File: config.mk
export PLATFORM = sky130hd
export DESIGN_NAME = frame_playback_pacer
export DESIGN_NICKNAME = d
export VERILOG_FILES = /design/src/rtl/core/fpp_pkg.sv /design/src/rtl/core/fpp_alu.sv /design/src/rtl/core/frame_playback_pacer.sv
export SDC_FILE = /design/constraint.sdc
export NUM_CORES = 1
export LEC_CHECK = 0
export BUFFER_PORTS_ARGS = -buffer_cell sky130_fd_sc_hd__buf_2
export CAP_MARGIN = 0
export CORE_MARGIN = 8
export CORE_UTILIZATION = 44
export DETAILED_ROUTE_END_ITERATION = 8
export HOLD_SLACK_MARGIN = 0.05
export PLACE_DENSITY = 0.57
export SLEW_MARGIN = 25
export SYNTH_ARGS = -nofsm -noshare
export SYNTH_HDL_FRONTEND = slang
export SYNTH_SLANG_ARGS = --single-unit
export TNS_END_PERCENT = 5
File: constraint.sdc
create_clock -name clk -period 6.1 [get_ports clk]
set_input_delay 0 -clock clk [delete_from_list [all_inputs] [get_ports clk]]
set_output_delay 0 -clock clk [all_outputs]
set_load 0.1 [all_outputs]
File: src/rtl/core/fpp_pkg.sv
`timescale 1ns / 1ps
// ----------------------------------------------------------------------------
// fpp_pkg
// Shared types and constants for the frame playback pacer: sequencer states,
// arithmetic unit operations, configuration register indexes and queue entry.
// ----------------------------------------------------------------------------
package fpp_pkg;

  localparam int TAG_W  = 8;
  localparam int IVAL_W = 16;
  localparam int TIME_W = 32;
  localparam int LAT_W  = 16;
  localparam int BURST_W = 3;
  localparam int OCNT_W = 5;
  localparam int CFG_IDX_W = 2;
  localparam int CFG_DATA_W = 16;

  localparam logic [LAT_W-1:0]   MAX_LATENCY_RESET = 16'd500;
  localparam logic [BURST_W-1:0] BURST_LIMIT_RESET = 3'd3;

  // Configuration register indexes
  localparam logic [CFG_IDX_W-1:0] CFG_MAX_LATENCY = 2'd0;
  localparam logic [CFG_IDX_W-1:0] CFG_BURST_LIMIT = 2'd1;

  // Input item kinds
  localparam logic KIND_ENQUEUE = 1'b0;
  localparam logic KIND_TICK    = 1'b1;

  typedef enum logic [3:0] {
    S_IDLE,
    S_ENQ,
    S_EXP_SUB,
    S_EXP_CMP,
    S_EXP_LOAD,
    S_DECIDE,
    S_CU_SUB,
    S_CU_CMP,
    S_CU_SUB2,
    S_CU_SNAP,
    S_CU_LOAD,
    S_FIN
  } state_t;

  typedef enum logic {
    ALU_SUB,
    ALU_ADD
  } alu_op_t;

  typedef enum logic [1:0] {
    B_TIME,
    B_LAST,
    B_IVAL
  } b_sel_t;

  typedef struct packed {
    logic [TAG_W-1:0]  tag;
    logic [IVAL_W-1:0] ival;
    logic [TIME_W-1:0] arrival;
  } entry_t;

  // Operands for the shared arithmetic unit
  typedef struct packed {
    alu_op_t           op;
    logic [TIME_W-1:0] a;
    logic [TIME_W-1:0] b;
  } alu_req_t;

  // Per-cycle controls from the sequencer
  typedef struct packed {
    logic   enq;
    logic   pop;
    logic   exp_inc;
    logic   shown_inc;
    logic   push;
    logic   fin;
    logic   fin_frame;
    logic   acc_load;
    logic   last_now;
    logic   last_alu;
    logic   play_set;
    logic   play_clr;
    logic   a_now;
    b_sel_t b_sel;
    alu_op_t op;
  } ctrl_t;

endpackage

File: src/rtl/core/fpp_alu.sv
`timescale 1ns / 1ps
// ----------------------------------------------------------------------------
// fpp_alu
// Shared 32-bit wrapping add/subtract unit used by the pacer sequencer for
// frame ages, elapsed time and schedule advance.
// ----------------------------------------------------------------------------
module fpp_alu import fpp_pkg::*; (
  input  alu_req_t          req,
  output logic [TIME_W-1:0] y
);

  // Add or subtract, modulo 2^32
  always_comb begin
    unique case (req.op)
      ALU_SUB: y = req.a - req.b;
      ALU_ADD: y = req.a + req.b;
      default: y = req.a - req.b;
    endcase
  end

endmodule

File: src/rtl/core/frame_playback_pacer.sv
`timescale 1ns / 1ps
// ----------------------------------------------------------------------------
// frame_playback_pacer
// Frame queue with latency expiry and interval pacing, one item at a time.
// Enqueue: the S_ENQ state writes the queue and registers the result.
// Tick: S_EXP_SUB, S_EXP_CMP and S_EXP_LOAD repeat per expired frame, then S_DECIDE;
// a catch-up tick repeats S_CU_SUB to S_CU_LOAD per frame shown and closes in
// S_FIN, also when it stops on a frame not yet due or shows a zero-interval frame.
// Next item is taken at the edge of the final transfer; the receiver cannot stall.
// Synchronous reset empties the queue, clears playing, sets max_latency to 500 ms, burst_limit to 3.
// ----------------------------------------------------------------------------
module frame_playback_pacer import fpp_pkg::*; #(
  parameter int QUEUE_DEPTH = 16
) (
  input  logic                  clk,
  input  logic                  rst,
  input  logic                  start,
  output logic                  busy,
  input  logic                  kind,
  input  logic [TIME_W-1:0]     now_ms,
  input  logic [TAG_W-1:0]      frame_tag,
  input  logic [IVAL_W-1:0]     interval_ms,
  input  logic                  cfg_valid,
  output logic                  cfg_ready,
  input  logic [CFG_IDX_W-1:0]  cfg_index,
  input  logic [CFG_DATA_W-1:0] cfg_data,
  output logic                  strobe,
  output logic                  frame_valid,
  output logic [TAG_W-1:0]      shown_tag,
  output logic [OCNT_W-1:0]     expired_count,
  output logic                  accepted,
  output logic [OCNT_W-1:0]     queue_count,
  output logic                  last
);

  localparam int PTR_W = $clog2(QUEUE_DEPTH);
  localparam int CNT_W = $clog2(QUEUE_DEPTH + 1);

  state_t state, state_next;
  ctrl_t  ctrl;

  logic [LAT_W-1:0]   max_latency;
  logic [BURST_W-1:0] burst_limit;

  entry_t             mem [QUEUE_DEPTH];
  entry_t             rd_data;
  logic [PTR_W-1:0]   head;
  logic [CNT_W-1:0]   count;
  logic [PTR_W:0]     tail_sum;
  logic [PTR_W-1:0]   tail;
  logic               full;

  logic               is_tick;
  logic [TIME_W-1:0]  now_q;
  logic [TAG_W-1:0]   tag_q;
  logic [IVAL_W-1:0]  ival_q;
  logic [TIME_W-1:0]  last_time;
  logic               playing;
  logic [TIME_W-1:0]  acc;
  logic [CNT_W-1:0]   expired;
  logic [BURST_W-1:0] shown;

  logic               pend_valid;
  logic [TAG_W-1:0]   pend_tag;
  logic [OCNT_W-1:0]  pend_exp;
  logic [OCNT_W-1:0]  pend_qc;

  alu_req_t           alu_req;
  logic [TIME_W-1:0]  alu_y;
  logic [TIME_W-1:0]  ival_x2;

  assign busy      = (state != S_IDLE);
  assign cfg_ready = !busy;
  assign full      = (count == CNT_W'(QUEUE_DEPTH));
  assign ival_x2   = {15'd0, rd_data.ival, 1'b0};

  // Tail slot: head plus fill, wrapped at the queue depth
  assign tail_sum = {1'b0, head} + (PTR_W+1)'(count);
  assign tail = (tail_sum >= (PTR_W+1)'(QUEUE_DEPTH)) ?
                PTR_W'(tail_sum - (PTR_W+1)'(QUEUE_DEPTH)) : PTR_W'(tail_sum);

  // Configuration register writes
  always_ff @(posedge clk) begin
    if (rst) begin
      max_latency <= MAX_LATENCY_RESET;
      burst_limit <= BURST_LIMIT_RESET;
    end else if (cfg_valid && cfg_ready) begin
      unique case (cfg_index)
        CFG_MAX_LATENCY: max_latency <= cfg_data;
        CFG_BURST_LIMIT: burst_limit <= cfg_data[BURST_W-1:0];
        default: ;
      endcase
    end
  end

  // Sequencer state register
  always_ff @(posedge clk) begin
    if (rst) begin
      state <= S_IDLE;
    end else begin
      state <= state_next;
    end
  end

  // Next state
  always_comb begin
    state_next = state;
    unique case (state)
      S_IDLE: begin
        if (start) begin
          state_next = (kind == KIND_TICK) ? S_EXP_SUB : S_ENQ;
        end
      end
      S_ENQ:      state_next = S_IDLE;
      S_EXP_SUB:  state_next = (count == '0) ? S_DECIDE : S_EXP_CMP;
      S_EXP_CMP:  state_next = (acc > TIME_W'(max_latency)) ? S_EXP_LOAD : S_DECIDE;
      S_EXP_LOAD: state_next = S_EXP_SUB;
      S_DECIDE:   state_next = (count != '0 && playing) ? S_CU_SUB : S_IDLE;
      S_CU_SUB: begin
        if (count == '0 || shown >= burst_limit || rd_data.ival == '0) begin
          state_next = S_FIN;
        end else begin
          state_next = S_CU_CMP;
        end
      end
      S_CU_CMP:   state_next = (acc < TIME_W'(rd_data.ival)) ? S_FIN : S_CU_SUB2;
      S_CU_SUB2:  state_next = S_CU_SNAP;
      S_CU_SNAP:  state_next = S_CU_LOAD;
      S_CU_LOAD:  state_next = S_CU_SUB;
      S_FIN:      state_next = S_IDLE;
      default:    state_next = S_IDLE;
    endcase
  end

  // Per-state controls
  always_comb begin
    ctrl       = '0;
    ctrl.a_now = 1'b1;
    ctrl.b_sel = B_TIME;
    ctrl.op    = ALU_SUB;
    unique case (state)
      S_IDLE: ;
      S_ENQ:  ctrl.enq = 1'b1;
      S_EXP_SUB: begin
        ctrl.acc_load = 1'b1;
      end
      S_EXP_CMP: begin
        if (acc > TIME_W'(max_latency)) begin
          ctrl.pop     = 1'b1;
          ctrl.exp_inc = 1'b1;
        end
      end
      S_EXP_LOAD: ;
      S_DECIDE: begin
        ctrl.fin = 1'b1;
        if (count == '0) begin
          ctrl.play_clr = 1'b1;
        end else if (!playing) begin
          ctrl.fin_frame = 1'b1;
          ctrl.pop       = 1'b1;
          ctrl.play_set  = 1'b1;
          ctrl.last_now  = 1'b1;
        end else begin
          ctrl.fin = 1'b0;
        end
      end
      S_CU_SUB: begin
        ctrl.b_sel = B_LAST;
        if (count != '0 && shown < burst_limit) begin
          if (rd_data.ival == '0) begin
            ctrl.last_now  = 1'b1;
            ctrl.pop       = 1'b1;
            ctrl.push      = 1'b1;
            ctrl.shown_inc = 1'b1;
          end else begin
            ctrl.acc_load = 1'b1;
          end
        end
      end
      S_CU_CMP: begin
        ctrl.a_now = 1'b0;
        ctrl.b_sel = B_IVAL;
        ctrl.op    = ALU_ADD;
        if (acc >= TIME_W'(rd_data.ival)) begin
          ctrl.last_alu = 1'b1;
        end
      end
      S_CU_SUB2: begin
        ctrl.b_sel    = B_LAST;
        ctrl.acc_load = 1'b1;
      end
      S_CU_SNAP: begin
        ctrl.last_now  = (acc > ival_x2);
        ctrl.pop       = 1'b1;
        ctrl.push      = 1'b1;
        ctrl.shown_inc = 1'b1;
      end
      S_CU_LOAD: ;
      S_FIN: begin
        ctrl.fin      = 1'b1;
        ctrl.play_clr = (count == '0);
      end
      default: ;
    endcase
  end

  // Operand select for the shared unit
  always_comb begin
    alu_req.op = ctrl.op;
    alu_req.a  = ctrl.a_now ? now_q : last_time;
    case (ctrl.b_sel)
      B_TIME:  alu_req.b = rd_data.arrival;
      B_LAST:  alu_req.b = last_time;
      B_IVAL:  alu_req.b = TIME_W'(rd_data.ival);
      default: alu_req.b = rd_data.arrival;
    endcase
  end

  fpp_alu u_alu (
    .req (alu_req),
    .y   (alu_y)
  );

  // Queue memory: write at tail, registered read of head
  always_ff @(posedge clk) begin
    if (ctrl.enq && !full) begin
      mem[tail] <= '{tag: tag_q, ival: ival_q, arrival: now_q};
    end
    rd_data <= mem[head];
  end

  // Queue pointers and player state
  always_ff @(posedge clk) begin
    if (rst) begin
      head    <= '0;
      count   <= '0;
      playing <= 1'b0;
    end else begin
      if (ctrl.enq && !full) begin
        count <= count + 1'b1;
      end else if (ctrl.pop) begin
        count <= count - 1'b1;
        head  <= (head == PTR_W'(QUEUE_DEPTH - 1)) ? '0 : head + 1'b1;
      end
      if (ctrl.play_set) begin
        playing <= 1'b1;
      end else if (ctrl.play_clr) begin
        playing <= 1'b0;
      end
    end
  end

  // Schedule time
  always_ff @(posedge clk) begin
    if (rst) begin
      last_time <= '0;
    end else if (ctrl.last_now) begin
      last_time <= now_q;
    end else if (ctrl.last_alu) begin
      last_time <= alu_y;
    end
  end

  // Capture the item and hold per-tick working values
  always_ff @(posedge clk) begin
    if (state == S_IDLE && start) begin
      is_tick <= kind;
      now_q   <= now_ms;
      tag_q   <= frame_tag;
      ival_q  <= interval_ms;
      expired <= '0;
      shown   <= '0;
    end else begin
      if (ctrl.exp_inc) begin
        expired <= expired + 1'b1;
      end
      if (ctrl.shown_inc) begin
        shown <= shown + 1'b1;
      end
    end
    if (ctrl.acc_load) begin
      acc <= alu_y;
    end
  end

  // Pending catch-up result, held until it is known whether it is the last
  always_ff @(posedge clk) begin
    if (rst) begin
      pend_valid <= 1'b0;
    end else if (ctrl.push) begin
      pend_valid <= 1'b1;
    end else if (ctrl.fin || (state == S_IDLE && start)) begin
      pend_valid <= 1'b0;
    end
    if (ctrl.push) begin
      pend_tag <= rd_data.tag;
      pend_exp <= (shown == '0) ? OCNT_W'(expired) : '0;
      pend_qc  <= OCNT_W'(count - 1'b1);
    end
  end

  // Result register: one transfer per strobe cycle
  always_ff @(posedge clk) begin
    if (rst) begin
      strobe <= 1'b0;
    end else begin
      strobe <= ctrl.enq || ctrl.fin || (ctrl.push && pend_valid);
    end
    if (ctrl.enq) begin
      frame_valid   <= 1'b0;
      shown_tag     <= '0;
      expired_count <= '0;
      accepted      <= !full;
      queue_count   <= full ? OCNT_W'(count) : OCNT_W'(count + 1'b1);
      last          <= 1'b1;
    end else if (ctrl.fin) begin
      accepted <= 1'b0;
      last     <= 1'b1;
      if (ctrl.fin_frame) begin
        frame_valid   <= 1'b1;
        shown_tag     <= rd_data.tag;
        expired_count <= OCNT_W'(expired);
        queue_count   <= OCNT_W'(count - 1'b1);
      end else if (pend_valid) begin
        frame_valid   <= 1'b1;
        shown_tag     <= pend_tag;
        expired_count <= pend_exp;
        queue_count   <= pend_qc;
      end else begin
        frame_valid   <= 1'b0;
        shown_tag     <= '0;
        expired_count <= OCNT_W'(expired);
        queue_count   <= OCNT_W'(count);
      end
    end else if (ctrl.push && pend_valid) begin
      frame_valid   <= 1'b1;
      shown_tag     <= pend_tag;
      expired_count <= pend_exp;
      accepted      <= 1'b0;
      queue_count   <= pend_qc;
      last          <= 1'b0;
    end
  end

  // Checks
  a_count_bound: assert property (@(posedge clk) disable iff (rst)
    count <= CNT_W'(QUEUE_DEPTH))
    else $error("queue fill beyond depth");

  a_final_idle: assert property (@(posedge clk) disable iff (rst)
    strobe && last |-> !busy)
    else $error("final result while still busy");

  a_mid_busy: assert property (@(posedge clk) disable iff (rst)
    strobe && !last |-> busy)
    else $error("non-final result after the item ended");

  a_enq_kind: assert property (@(posedge clk) disable iff (rst)
    state == S_ENQ |-> !is_tick)
    else $error("enqueue path taken by a tick");

  a_burst: assert property (@(posedge clk) disable iff (rst)
    ctrl.push |-> shown < burst_limit)
    else $error("burst limit exceeded");

endmodule
# After elaboration in Yosys (flattened, before gate mapping)
# Memory sizes are Yosys's and may differ from the RTL's. A register that Yosys moved wholly into a read port is not among the register bits.
# Cells that the tools add are included.
word_totals:
  reg_bits: 202
  mem_bits_rw: 896
  input_bits: 79
  out_inout_bits: 24
  wordCells: 161
  mem_count: 1
op_classes:
  n_addsub: 9
  order_cmp: 7
  eq_ne: 17
  n_mux: 69
  n_bitwise: 2
  n_reduce_logical: 32
memory_table:
  columns: ["name", "words", "word_bits", "read_ports", "rd_ports_with_merged_regs", "wr", "line", "text"]
  rows:
  - ["mem", 16, 56, 1, 1, 1, "frame_playback_pacer.sv:45", "entry_t mem [QUEUE_DEPTH];"]
ops:
  columns: ["operator", "count"]
  rows:
  - ["$pmux 32 s2", 2]
  - ["$mux 32", 3]
  - ["$mux 5", 12]
  - ["$pmux 4 s10", 1]
  - ["$add 32x32->32", 1]
  - ["$ge 32x16->1", 1]
  - ["$gt 32x16->1", 1]
  - ["$gt 32x17->1", 1]
  - ["$lt 32x16->1", 1]
  - ["$mux 8", 4]
  - ["$sub 32x32->32", 1]
  - ["$mux 1", 27]
  - ["$eq 4x4->1 const B", 5]
  - ["$eq 4x3->1 const B", 4]
  - ["$logic_not 16->1", 1]
  - ["$mux 4", 4]
  - ["$mux 2", 7]
  - ["$add 5x1->5 const B", 2]
  - ["$reduce_bool 2->1", 5]
  - ["$eq 4x2->1 const B", 2]
  - ["$pmux 2 s2", 2]
  - ["$logic_and 1x1->1", 6]
  - ["$mux 3", 2]
  - ["$pmux 1 s2", 3]
  - ["other kinds (27)", 38]

# Longest topological paths before layout
# Gate-level depths: netlist of the first run.
logic_depth:
  depth_word: 9
  depth_mapped: 27
  depth_no_buf: 24

# By module
# Synthesis of the first run repeated with hierarchy kept, for this count alone.
unflattened:
  cells_unflattened: 2732
  area_unflattened_um2: 47470.5
modules_own_cells:
  columns: ["mod", "n_inst", "cells_per_inst", "area_each_um2", "seq_area_each_um2"]
  rows:
  - ["frame_playback_pacer", 1, 2371, 44904.3, 33191.8]
  - ["fpp_alu", 1, 361, 2566.2, 0.0]

# Worst setup path after synthesis of the first run
# No wires, ideal clock.
synth_path:
  path_kind: "flip-flop to flip-flop"
  from: "register state[3]"
  to: "register last_time[29]"
  setup_time_ns: 0.122
  t_arrival_ns: 5.440
  required_ns: 5.978
  path_slack_ns: 0.538
  stages_incl_launch_ff: 28
  n_path_buf: 5
  synth_period_minus_slack_ns: 5.562
  cell_sequence: "dfxtp_1 -> nand2b_1 -> nor2_1 -> nand2_1 -> buf_2 -> buf_1 -> ha_1 -> buf_2 -> buf_2 -> a221oi_1 -> or2_2 -> ha_1 -> o211ai_1 -> nor4_4 -> nand2_2 -> nor2_4 -> a21oi_2 -> xnor2_1 -> ha_1 -> buf_2 -> a21oi_1 -> o21ai_0 -> a2111o_1 -> a31oi_1 -> o31a_1 -> o21ai_0 -> xor2_1 -> a221o_1"
synth_between:
  elab_chain_cells: 9
  word_cells_on_any_way: 21
  classes_between: "add/sub (2); eq/ne (7); mux (9); bitwise (1); reduce/logical (2)"
synth_lines:
  columns: ["item", "line", "text"]
  rows:
  - ["start, declared", "frame_playback_pacer.sv:39", "state_t state, state_next;"]
  - ["start signal, assigned", "frame_playback_pacer.sv:101", "state <= state_next;"]
  - ["$eq 4x4->1 or $eq 4x3->1 (tied branches)", "frame_playback_pacer.sv:141", "unique case (state)"]
  - ["$reduce_or 2->1 (no line)", null, null]
  - ["$pmux 2 s2", "frame_playback_pacer.sv:141", null]
  - ["$eq 2x2->1 or $eq 2x1->1 (tied branches)", "frame_playback_pacer.sv:211", "case (ctrl.b_sel)"]
  - ["$pmux 32 s2", "frame_playback_pacer.sv:211", null]
  - ["$add 32x32->32 or $sub 32x32->32 (tied branches)", null, null]
  - ["$pmux 32 s2 (*)", "fpp_alu.sv:14", "unique case (req.op)"]
  - ["net alu_y[29]", "frame_playback_pacer.sv:69", "logic [TIME_W-1:0] alu_y;"]
  - ["$mux 32 (*)", "frame_playback_pacer.sv:259", "end else if (ctrl.last_alu) begin"]
  - ["$mux 32 (*)", "frame_playback_pacer.sv:257", "end else if (ctrl.last_now) begin"]
  - ["end signal, assigned", "frame_playback_pacer.sv:258", "last_time <= now_q;"]
  - ["end signal, assigned", "frame_playback_pacer.sv:260", "last_time <= alu_y;"]
  - ["end, declared", "frame_playback_pacer.sv:57", "logic [TIME_W-1:0] last_time;"]
# Mark *: on every way through the listed nets, which the timed path passes. The rest lies on a longest branch. The select of a mux whose other input is x is not followed.
# A chain may end at the register's enable or synchronous reset.

# Worst setup path in the final report of the first run
layout_path:
  from: "register state[3]"
  to: "register acc[31] (data pin)"
layout_between:
  elab_chain_cells: 7
  word_cells_on_any_way: 14
  classes_between: "add/sub (2); eq/ne (5); mux (5); bitwise (1); reduce/logical (1)"
layout_lines:
  columns: ["item", "line", "text"]
  rows:
  - ["$eq 4x4->1 or $eq 4x3->1 (tied branches)", "frame_playback_pacer.sv:141", null]
  - ["$reduce_or 2->1 (no line)", null, null]
  - ["$pmux 2 s2", "frame_playback_pacer.sv:141", null]
  - ["$eq 2x2->1 or $eq 2x1->1 (tied branches)", "frame_playback_pacer.sv:211", null]
  - ["$pmux 32 s2", "frame_playback_pacer.sv:211", null]
  - ["$add 32x32->32 or $sub 32x32->32 (tied branches)", null, null]
  - ["$pmux 32 s2 (*)", "fpp_alu.sv:14", null]
  - ["net alu_y[31]", "frame_playback_pacer.sv:69", null]
  - ["end signal, assigned", "frame_playback_pacer.sv:282", "acc <= alu_y;"]
  - ["end, declared", "frame_playback_pacer.sv:59", "logic [TIME_W-1:0] acc;"]
# Mark *: on every way through the listed nets, which the timed path passes. The rest lies on a longest branch.

==> results of run 1 <==
## state kept, by name (all words and copies together) (netlist names), 8 cells and up
register / flops
pend_tag: 8
ival_x2: 16
rd_data: 40
shown_tag: 8
tag_q: 8
mem: 896
ival_q: 16
now_q: 32
last_time: 32
acc: 32
max_latency: 16
## layer usage
metal / vias up / wire, um
met5: - / 0
met4: 0 / 2770
met3: 181 / 6110
met2: 717 / 56100
met1: 13600 / 52500
li1: 11500 / -
## through the flow
step / hold WS, ps / power [mW] / setup slack, ps / instance area, um^2 / utilization
finish: 102 / 17.7 / 573 / 55500 / 0.518
global route: 59.6 / 18.3 / 79.1 / 55500 / 0.518
CTS: 58.6 / 17.9 / 578 / 55500 / 0.518
detailed placement: 178 / 10.7 / 566 / 50000 / 0.467
global placement: 176 / 10.7 / 643 / 49900 / 0.467
floorplan: 98.9 / 10.2 / 538 / 47500 / -
## cell families (layout without fill, tap and decap cells)
family,count (synthesis),after routing,synth area share
flops,1154,1154,0.699
simple gates,524,524,0.0550
compound gates,375,375,0.0528
mux,296,296,0.136
buf+inv,198,624,0.0174
fa+ha+maj,97,97,0.0259
xor+xnor,73,73,0.0135
other cells,0,3,0
## how the worst max path moves through the flow
stage	from	end	slack (ps)	cells past startpoint
after floorplan	state[3]	last_time[29]	540	27
after global placement	state[3]	acc[31]	640	23
after detailed placement	state[3]	acc[31]	570	23
after CTS	state[3]	acc[31]	580	23
after global routing	state[3]	acc[31]	80	20
final	state[3]	acc[31]	570	23
## where the power goes
part | switching, mW | leakage, nW | internal, mW
combinational | 0.936 | 6.06 | 0.574
sequential | 0.232 | 10.3 | 8.91
clock | 3.00 | 1.85 | 4.05
total | 4.17 | 18.2 | 13.5
## worst max-delay path: cells and delay by family (launching register included)
kind	cells	cell delay, ps
xor+xnor	3	450
simple gates	10	1830
compound gates	6	1670
fa+ha+maj	2	720
flops	1	340
buf+inv	2	280
## layout make-up
cell class | instances | area, um^2 | share of cell area
clock inverters | 54 | 559 | 0.0101
clock buffers | 165 | 3250 | 0.0586
inverters | 65 | 246 | 0.00444
diodes | 3 | 7.51 | 0.000135
multi-input cells | 1365 | 13600 | 0.245
well taps | 1403 | 1760 | 0.0316
flip-flops and latches | 1154 | 33200 | 0.599
repair buffers | 340 | 2870 | 0.0517
## Yosys cell counts, types with 28 or more instances
library cell     n  share of area
nand3_1         40         0.0042
xnor2_1         50         0.0092
dfxtp_1        146          0.062
inv_1           59         0.0047
ha_1            95          0.025
nor2_1          86         0.0068
o21ai_0         52         0.0055
mux4_2         280           0.13
edfxtp_1      1008           0.64
clkbuf_1        68         0.0054
a21oi_1        119          0.013
buf_1           28         0.0022
nand2_1        225          0.018
==> impl_metrics.tcl, run 1 <==
set metrics [dict create \
    dpl.hpwl_mm 68.7 \
    cts-root-buf "clkbuf_16" \
    r2r_slack_ps 570 \
    port_buffers 102 \
    tightest_slew_ps 1020 \
    grt_use_met3 0.0264 \
    max_cap_viol_count 0 \
    synth.distinct_cells 96 \
    syn_inst 2717 \
    dieArea_um2 119000 \
    whs_path_depth 2 \
    regToRegStartpoint "state[3]" \
    reg2reg_depth 23 \
    globalRoute.busiestLayer "met2" \
    layout_commonest_cell "edfxtp_1" \
    final_cell_mix "1008 x edfxtp_1, 280 x mux4_2, 224 x nand2_1" \
    clock_latency_ps 730 \
    hold_path_end "now_q[16]" \
    num_io_pins 103 \
    hold_class "primary input to flip-flop" \
    ant_nets 0 \
    grt_pass1_wl_mm 175 \
    synth_nets 2893 \
    cts.path.max_buffers 3 \
    holdCritStartpoint "now_ms[16]" \
    hold_viol 0 \
    fp-row-count 120 \
    ys_async_sr_fraction 0 \
    yosys_warnings 0 \
    ir_worst_vdd_mv 0.274 \
    grt_max_degree 74 \
    fin_skew_ps 41.0 \
    slew_headroom 0.317 \
    crit_path_top_delay_cell "ha_1" \
    final.setup.tns_ps 0 \
    grt_usage 0.198 \
    fmax_ghz 0.181 \
    fin_crit_sh 0.906 \
    grt_pass1_vias 26900 \
    cts_hold_buf 171 \
    core_um2 107000 \
    p_per_area_nw_per_um2 319 \
    grt_use_met2 0.321 \
    clock-sinks 1154 \
    nNetsFinal 3219 \
    clk_pin_slew_ps 70 \
    power.leakage_nw 18.2 \
    wl_mm 117 \
    synth_ff_type "edfxtp_1" \
    critical-path-max-stage-delay_ps 490 \
    antenna_found_initial 3 \
    post_cts_resized 0 \
    layout-drive-gt1-share 0.222 \
    ys_ff_latch 1154 \
    fillers 8521 \
    dr.pass1.iters 7 \
    htree_num_levels 3 \
    end_kind "flip-flop" \
    cts_buffers 117 \
    crit_path_max_fanout 15 \
    gp_congestion 0.845 \
    critical_path_required_ps 6550 \
    start_util 0.443 \
    wire_per_inst_um 25.8 \
    area_delta_synth_final_pct 16.9 \
    critPathKind "flip-flop to flip-flop" \
    min_period_ps 5530 \
    synth_edf_count 1008 \
    r2r-end "acc[31]" \
    layout.cells.non_filler 4549 \
    outcome "complete, no violations" \
    rsz0062_at_grt "false" \
    mappedNetlistArea_um2 47500 \
    dieHeight_um 344 \
    drv_slew 0 \
    crit_top_cell "nor2_1" \
    setup_violations 0 \
    drc 0 \
    grt.overflow.total 0 \
    die_w_um 344 \
    use_met1 0.284 \
    path_cells "nand2b_1 > nor2_1 > nor2_1 > nor2_1 > inv_1 > ha_1 > buf_4 > a221oi_1 > o22ai_1 > nor4_2 > and2b_2 > nand4_1 > nand2_1 > xor2_1 > ha_1 > nand4_1 > a211oi_1 > a21oi_1 > a41oi_1 > nor2_1 > o31ai_1 > xor2_1 > xnor2_1" \
    dr.first_iter.drc_count 2527 \
    postCtsSetupRepairBufs 0 \
    startpoint_type "flip-flop" \
    avgSynthCellArea_um2 17.5 \
    cts_tree "yes" \
    num_vias 26000 \
    vias_per_cell 5.71 \
    dp.cells 4156 \
    crit_arrival_ps 5980 \
    ys_seq_area_frac 0.699 \
]
Note: power is estimated with default switching activity, not from simulation.
==> run 2, diff against run 1 <==
- PLACE_DENSITY: 0.57 -> 0.6
- clock period: 6.1 -> 4.7 ns (I/O delays scaled with it)
==> impl_metrics.tcl, run 2 (synthesis results as in run 1) <==
set metrics [dict create \
    final_cell_mix "1008 x edfxtp_1, 280 x mux4_2, 223 x nand2_1" \
    grt_pass1_vias 27600 \
    clock-sinks 1154 \
    cts.path.max_buffers 3 \
    wire_per_inst_um 25.0 \
    nNetsFinal 3359 \
    area_delta_synth_final_pct 20.4 \
    drc 0 \
    grt.overflow.total 0 \
    reg_top3 "mem: 896 flops, rd_data: 40 flops" \
    power.total_mw 23.4 \
    min_period_ps 4780 \
    diodes 0 \
    dieHeight_um 344 \
    fp-row-count 120 \
    core_um2 107000 \
    tightest_slew_ps 1140 \
    grt_pass1_wl_mm 176 \
    startpoint_type "flip-flop" \
    p_per_area_nw_per_um2 410 \
    fmax_ghz 0.209 \
    num_io_pins 103 \
    fin_skew_ps 70.5 \
    reg2reg_depth 24 \
    violations "negative setup slack" \
    hold_viol 0 \
    dp.cells 4298 \
    drv_slew 0 \
    crit_arrival_ps 5360 \
    outcome "finished with violations" \
    layout-drive-gt1-share 0.283 \
    cts_tree "yes" \
    cts-root-buf "clkbuf_16" \
    dieArea_um2 119000 \
    num_vias 26700 \
    critical_path_required_ps 5290 \
    largest_reg_flops 896 \
    dpl.hpwl_mm 68.4 \
    grt_usage 0.198 \
    die_w_um 344 \
    ant_nets 0 \
    power.leakage_nw 19.1 \
    top_register "mem" \
    clock_latency_ps 740 \
    layout.cells.non_filler 4689 \
    antenna_found_initial 4 \
    critPathKind "flip-flop to flip-flop" \
    port_buffers 102 \
    ir_worst_vdd_mv 0.308 \
    vias_per_cell 5.69 \
    whs_path_depth 2 \
    cts_buffers 117 \
    layout_commonest_cell "edfxtp_1" \
    wl_mm 117 \
    max_cap_viol_count 0 \
    fin_crit_sh 1.02 \
    rsz0062_at_grt "true" \
    crit_path_max_fanout 7 \
    start_util 0.443 \
    end_kind "flip-flop" \
    clk_pin_slew_ps 60 \
    setup_violations 7 \
    r2r_slack_ps -80 \
    gp_congestion 0.846 \
    htree_num_levels 3 \
    setup_ws_ps -77.4 \
    dr.first_iter.drc_count 2295 \
    grt_max_degree 154 \
    slew_headroom 0.240 \
    dr.pass1.iters 5 \
    hold_class "primary input to flip-flop" \
]
## run 2: cell count changes in the layout (fill, tap and decap cells not counted), sizes merged
| cell | delta |
|---|---|
| clkbuf | -7 |
| bufinv | +1 |
| clkinvlp | +2 |
| clkinv | +8 |
| buf | +158 |
| inv | -1 |
| dlygate4sd3 | -18 |
| diode | -3 |
## run 2: final cells by class
cell class	count	area [um^2]
Clock buffer	158	3190
Clock inverter	64	682
Fill cell	8418	49900
Inverter	65	248
Multi-Input combinational cell	1365	14000
Sequential cell	1154	33200
Tap cell	1403	1760
Timing Repair Buffer	480	4040
## run 2: per-layer routing
metal / up-vias / track usage / share of wire
met2: 792 / 0.322 / 0.48
met5: - / 0 / 0
met3: 152 / 0.0278 / 0.059
met1: 13900 / 0.284 / 0.44
li1: 11800 / - / -
met4: 0 / 0.0453 / 0.019
## run 2: final timing paths
path / from / end
min reg2reg: rd_data[55] / pend_tag[7]
min: now_ms[13] / now_q[13]
max reg2reg: state[2] / last_time[28]
max: state[2] / last_time[28]
## run 2: stage by stage
stage	setup WS, ps	cell area, um^2	hold slack (ps)	util	TNS [ps]
after floorplan	-175	47600	98.9	-	-558
after global placement	-294	51200	176	0.479	-2890
after detailed placement	-314	51200	178	0.479	-4890
after CTS	-78.0	56900	59.0	0.531	-485
after global routing	-376	57100	73.9	0.534	-6750
final	-77.4	57100	92.9	0.534	-254
## run 2: power breakdown
part / internal (mW) / switching [mW]
registers: 11.6 / 0.321
logic: 0.992 / 1.29
clock network: 5.28 / 3.96
total: 17.8 / 5.57
## run 2: worst max-delay path, stage by stage (launching register included)
cell and delay (ps):
dfxtp_4 350, nand2b_4 150, nor2_4 120, nor2_2 40, nor2_2 160, buf_4 150, ha_4 230, a221oi_4 210
or2_4 190, ha_4 140, o211ai_1 150, nor4_4 310, buf_4 180, a31oi_1 80, xnor2_1 160, ha_1 300
buf_4 150, nand4_1 140, or3_1 420, o21ai_2 80, nor2_2 80, a21oi_2 240, o21ai_2 100, or3b_1 350
a31oi_1 150
## run 2: timing repair
item	4_1_cts	5_1_grt
hold buffers	153	0
gates cloned	0	0
setup endpoints to repair	32	40
pin swaps	20	32
resized for setup	44	55
setup buffers	13	3
hold endpoints to repair	114	0
